`src/hdl/assert_macros.svh`:
```
// Assertion macros shared by the frame flip/gray RTL.
`ifndef ASSERT_MACROS_SVH
`define ASSERT_MACROS_SVH

// Condition that must hold at every clock edge out of reset.
`define ASSERT_ALWAYS(label, expr, msg) \
	label: assert property (@(posedge clk) disable iff (!arst_n) (expr)) \
		else $error(msg);

// Antecedent in one cycle implies the consequent in the next.
`define ASSERT_NEXT(label, ante, cons, msg) \
	label: assert property (@(posedge clk) disable iff (!arst_n) (ante) |=> (cons)) \
		else $error(msg);

`endif

```
`src/hdl/ffg_pkg.sv`:
```
// Package for the frame flip/gray engine: sizes, codes, word types.
`default_nettype none

package ffg_pkg;

	localparam int MAX_WIDTH  = 256;
	localparam int MAX_HEIGHT = 256;
	localparam int STORE_DEPTH = MAX_WIDTH * MAX_HEIGHT;

	localparam int CFG_W  = 9;                         // widest register
	localparam int WDIM_W = $clog2(MAX_WIDTH + 1);     // clamped width 1..MAX
	localparam int HDIM_W = $clog2(MAX_HEIGHT + 1);
	localparam int COL_W  = (MAX_WIDTH > 1) ? $clog2(MAX_WIDTH) : 1;
	localparam int ROW_W  = (MAX_HEIGHT > 1) ? $clog2(MAX_HEIGHT) : 1;
	localparam int ADDR_W = (STORE_DEPTH > 1) ? $clog2(STORE_DEPTH) : 1;
	localparam int TOT_W  = WDIM_W + HDIM_W;

	// register indexes
	localparam logic [2:0] CFG_FRAME_WIDTH   = 3'd0;
	localparam logic [2:0] CFG_FRAME_HEIGHT  = 3'd1;
	localparam logic [2:0] CFG_PIXEL_BYTES   = 3'd2;
	localparam logic [2:0] CFG_GRAY_ENABLE   = 3'd3;
	localparam logic [2:0] CFG_MIRROR_ENABLE = 3'd4;
	localparam logic [2:0] CFG_FLIP_ENABLE   = 3'd5;

	localparam logic [8:0] RST_FRAME_WIDTH  = 9'd256;
	localparam logic [8:0] RST_FRAME_HEIGHT = 9'd256;
	localparam logic [2:0] RST_PIXEL_BYTES  = 3'd3;
	localparam logic [2:0] PIXEL_BYTES_ALPHA = 3'd4;

	// word function codes
	localparam logic FUNC_STORE = 1'b0;
	localparam logic FUNC_FETCH = 1'b1;

	// floor(s/3) == (s*683) >> 11 for every s below 2048
	localparam logic [10:0] GRAY_MUL   = 11'd683;
	localparam int          GRAY_SHIFT = 11;

	typedef struct packed {
		logic       func;
		logic [7:0] chan0;
		logic [7:0] chan1;
		logic [7:0] chan2;
		logic [7:0] chan3;
	} req_word_t;

	typedef struct packed {
		logic [7:0] out0;
		logic [7:0] out1;
		logic [7:0] out2;
		logic [7:0] out3;
		logic       frame_end;
	} rsp_word_t;

	// per-fetch controls riding along with the store read
	typedef struct packed {
		logic last;
		logic gray;
		logic alpha;
	} fetch_ctl_t;

	function automatic logic [WDIM_W-1:0] clamp_w(input logic [CFG_W-1:0] v);
		int unsigned t;
		t = v;
		if (t == 0) t = 1;
		else if (t > MAX_WIDTH) t = MAX_WIDTH;
		return WDIM_W'(t);
	endfunction

	function automatic logic [HDIM_W-1:0] clamp_h(input logic [CFG_W-1:0] v);
		int unsigned t;
		t = v;
		if (t == 0) t = 1;
		else if (t > MAX_HEIGHT) t = MAX_HEIGHT;
		return HDIM_W'(t);
	endfunction

endpackage

`default_nettype wire

```
`src/hdl/ffg_gray.sv`:
```
// Output pixel shaping: grayscale average and alpha select.
`default_nettype none

module ffg_gray import ffg_pkg::*; (
	input  wire logic [31:0] pixel,
	input  wire fetch_ctl_t  ctl,
	output rsp_word_t        word
);

	logic [9:0]  sum;
	logic [20:0] prod;
	logic [7:0]  g;

	assign sum  = 10'(pixel[7:0]) + 10'(pixel[15:8]) + 10'(pixel[23:16]);
	assign prod = 21'(sum) * 21'(GRAY_MUL);
	assign g    = prod[GRAY_SHIFT +: 8];

	always_comb begin
		word.out0      = ctl.gray ? g : pixel[7:0];
		word.out1      = ctl.gray ? g : pixel[15:8];
		word.out2      = ctl.gray ? g : pixel[23:16];
		word.out3      = ctl.alpha ? pixel[31:24] : 8'd0;
		word.frame_end = ctl.last;
	end

endmodule

`default_nettype wire

```
`config.mk`:
```
export PLATFORM = sky130hd
export DESIGN_NAME = ffg_gray
export DESIGN_NICKNAME = d
export VERILOG_FILES = /design/src/hdl/assert_macros.svh /design/src/hdl/ffg_pkg.sv /design/src/hdl/ffg_gray.sv
export SDC_FILE = /design/constraint.sdc
export NUM_CORES = 1
export LEC_CHECK = 0
export BUFFER_PORTS_ARGS = -buffer_cell sky130_fd_sc_hd__buf_2
export CAP_MARGIN = 15
export CORE_ASPECT_RATIO = 0.8
export CORE_MARGIN = 10
export CORE_UTILIZATION = 31
export DETAILED_ROUTE_END_ITERATION = 10
export SETUP_SLACK_MARGIN = 0.2
export SYNTH_ARGS = -nofsm -noshare
export SYNTH_HDL_FRONTEND = slang
export SYNTH_SLANG_ARGS = --single-unit
export TNS_END_PERCENT = 1
```
`constraint.sdc`:
```
create_clock -name vclk -period 8.2
set_input_delay 0.41 -clock vclk [all_inputs]
set_output_delay 0.41 -clock vclk [all_outputs]
set_load 0.05 [all_outputs]
```
==> out/qor.txt <==
Outcome: completed
Storage element area: 0 µm²
Post-CTS sizing: 0
Mapped Cells: 315
Core area: 0.00806 mm²
RSZ-0062 raised after global routing: false
Top cell type by total area after synthesis: ha_1
Area grow syn2layout: 16.8%
Hold WC Path Type: in2out
WL per Instance: 14.5 µm
Synth unique cells: 37
Initial Util: 0.324
CP Data Required Time: 7.79 ns
Seq cells: 0
Area share of the largest cell type after synthesis: 0.307
Hold Fails Final Rpt: 0
Synth top area cells: ha_1, fa_1, inv_1, xnor2_1, a21oi_1
Max frequency: 138 MHz
Finished Cell Area: 0.00305 mm²
CP Class: in2out
Initial antenna violation count: 0
Min Tclk post-route: 7.27 ns
CP Max Fanout: 6
Ys Warns: 0
Syn Std Cell Area: 0.00261 mm²
Final #Nets: 504
Most common cell in the synthesized netlist: ha_1
Register area share after synthesis: 0
Antenna diode count: 0
Die W: 123 µm
Via/cell ratio: 4.80
Setup TNS: 0 ns
First-pass GRT wire length: 11800 µm
Worst Setup End Kind: output pin
IO Count: 68
Period Utilization, post-route: 0.886
DRC violations left: 0
GR Util All Layers: 0.112
Mapped Nets: 442
Setup Fix Bufs, Post-CTS: 0
Die height: 102 µm
Initial drt markers: 83
Number of global-route vias before repair: 2436
Area after DPL: 0.00305 mm²
Largest net degree at the start of global routing: 31
Vias post-DR: 2320
IO buf count: 66
HPWL after DPL: 6420 µm
CP startpoint kind: primary input
DRT antenna net count: 0
Crit path DAT: 6.86 ns
Clock Buffer Count: 0
First-pass DRT Iterations: 4
Filler instances: 828
Hold buffers post-CTS: 0
Share of cells above drive strength 1: 0.205
Syn avg cell area: 8.29 µm²
Slew Viols, Final: 0
Max-capacitance violation count: 0
Final Setup Violations: 0
Layout Utilization: 0.379
# rows: 29
Worst-margin pin slew: 0.768 ns
Die Area: 0.0125 mm²
GRT Residual Overflow: 0
Routability cong.: 0.877
Slew Limit Headroom: 0.484
Routed wire length: 6990 µm
Combined area of the multi-input logic cells: 0.00235 mm²
Top cells by instance count after synthesis: ha_1, inv_1, fa_1
[final cells by class]
cell class / instances / area share
tap: 108 / 0.0443
inverter: 62 / 0.0763
timing repair buffer: 66 / 0.108
multi-input combinational: 247 / 0.771
[worst paths after layout]
path	start	endpoint	slack (ns)	cells after the start
worst max-delay path	pixel[1]	word[11]	0.93	28
worst min-delay path	ctl[2]	word[0]	0.82	0
[critical path: stages]
cell,delay [ns]
buf_2,0.07
inv_1,0.05
fa_1,0.53
inv_1,0.04
ha_1,0.22
fa_1,0.43
a21oi_1,0.15
nor2_1,0.05
nor2_1,0.10
xnor2_1,0.37
inv_1,0.20
xnor2_1,0.18
ha_1,0.31
inv_1,0.06
fa_1,0.54
inv_1,0.06
fa_1,0.50
inv_1,0.05
fa_1,0.50
inv_1,0.04
ha_1,0.34
a21o_1,0.21
a31o_1,0.21
a21oi_1,0.31
nand2_1,0.14
xor2_1,0.29
mux2_2,0.22
buf_2,0.26
[placed cells by master (no fill, tap or decap), drive strengths merged, types with 6 or more instances in the layout]
master	Yosys	final
buf	2	66
ha	64	64
inv	62	62
fa	28	28
a21oi	23	23
o21ai	17	17
nor2	16	16
nand2	15	15
xnor2	15	15
and2	10	10
a21o	7	7
mux2	7	7
xor2	6	6
[per-stage QoR]
stage	hold slack, ns	setup slack [ns]	instances
after floorplan	0.987	1.44	315
after global placement	0.820	1.08	483
after detailed placement	0.820	0.927	483
after CTS	0.820	0.900	483
after global routing	0.820	0.501	483
final	0.820	0.931	483
[logic make-up after synthesis]
family          synth area share
simple gates               0.110
compound gates             0.163
buf+inv                   0.0997
fa+ha+maj                  0.521
xor+xnor                  0.0762
mux                       0.0302
[layer usage]
layer,GRT usage,up-vias,part of all wire
met1,0.155,1085,0.48
met3,0.00992,2,0.045
met4,0.00362,0,0.0026
met2,0.195,46,0.48
met5,0,-,0
li1,-,1187,-
Power is not shown: default switching activity piles up to over one toggle a cycle in this logic, so the estimate is an artifact.
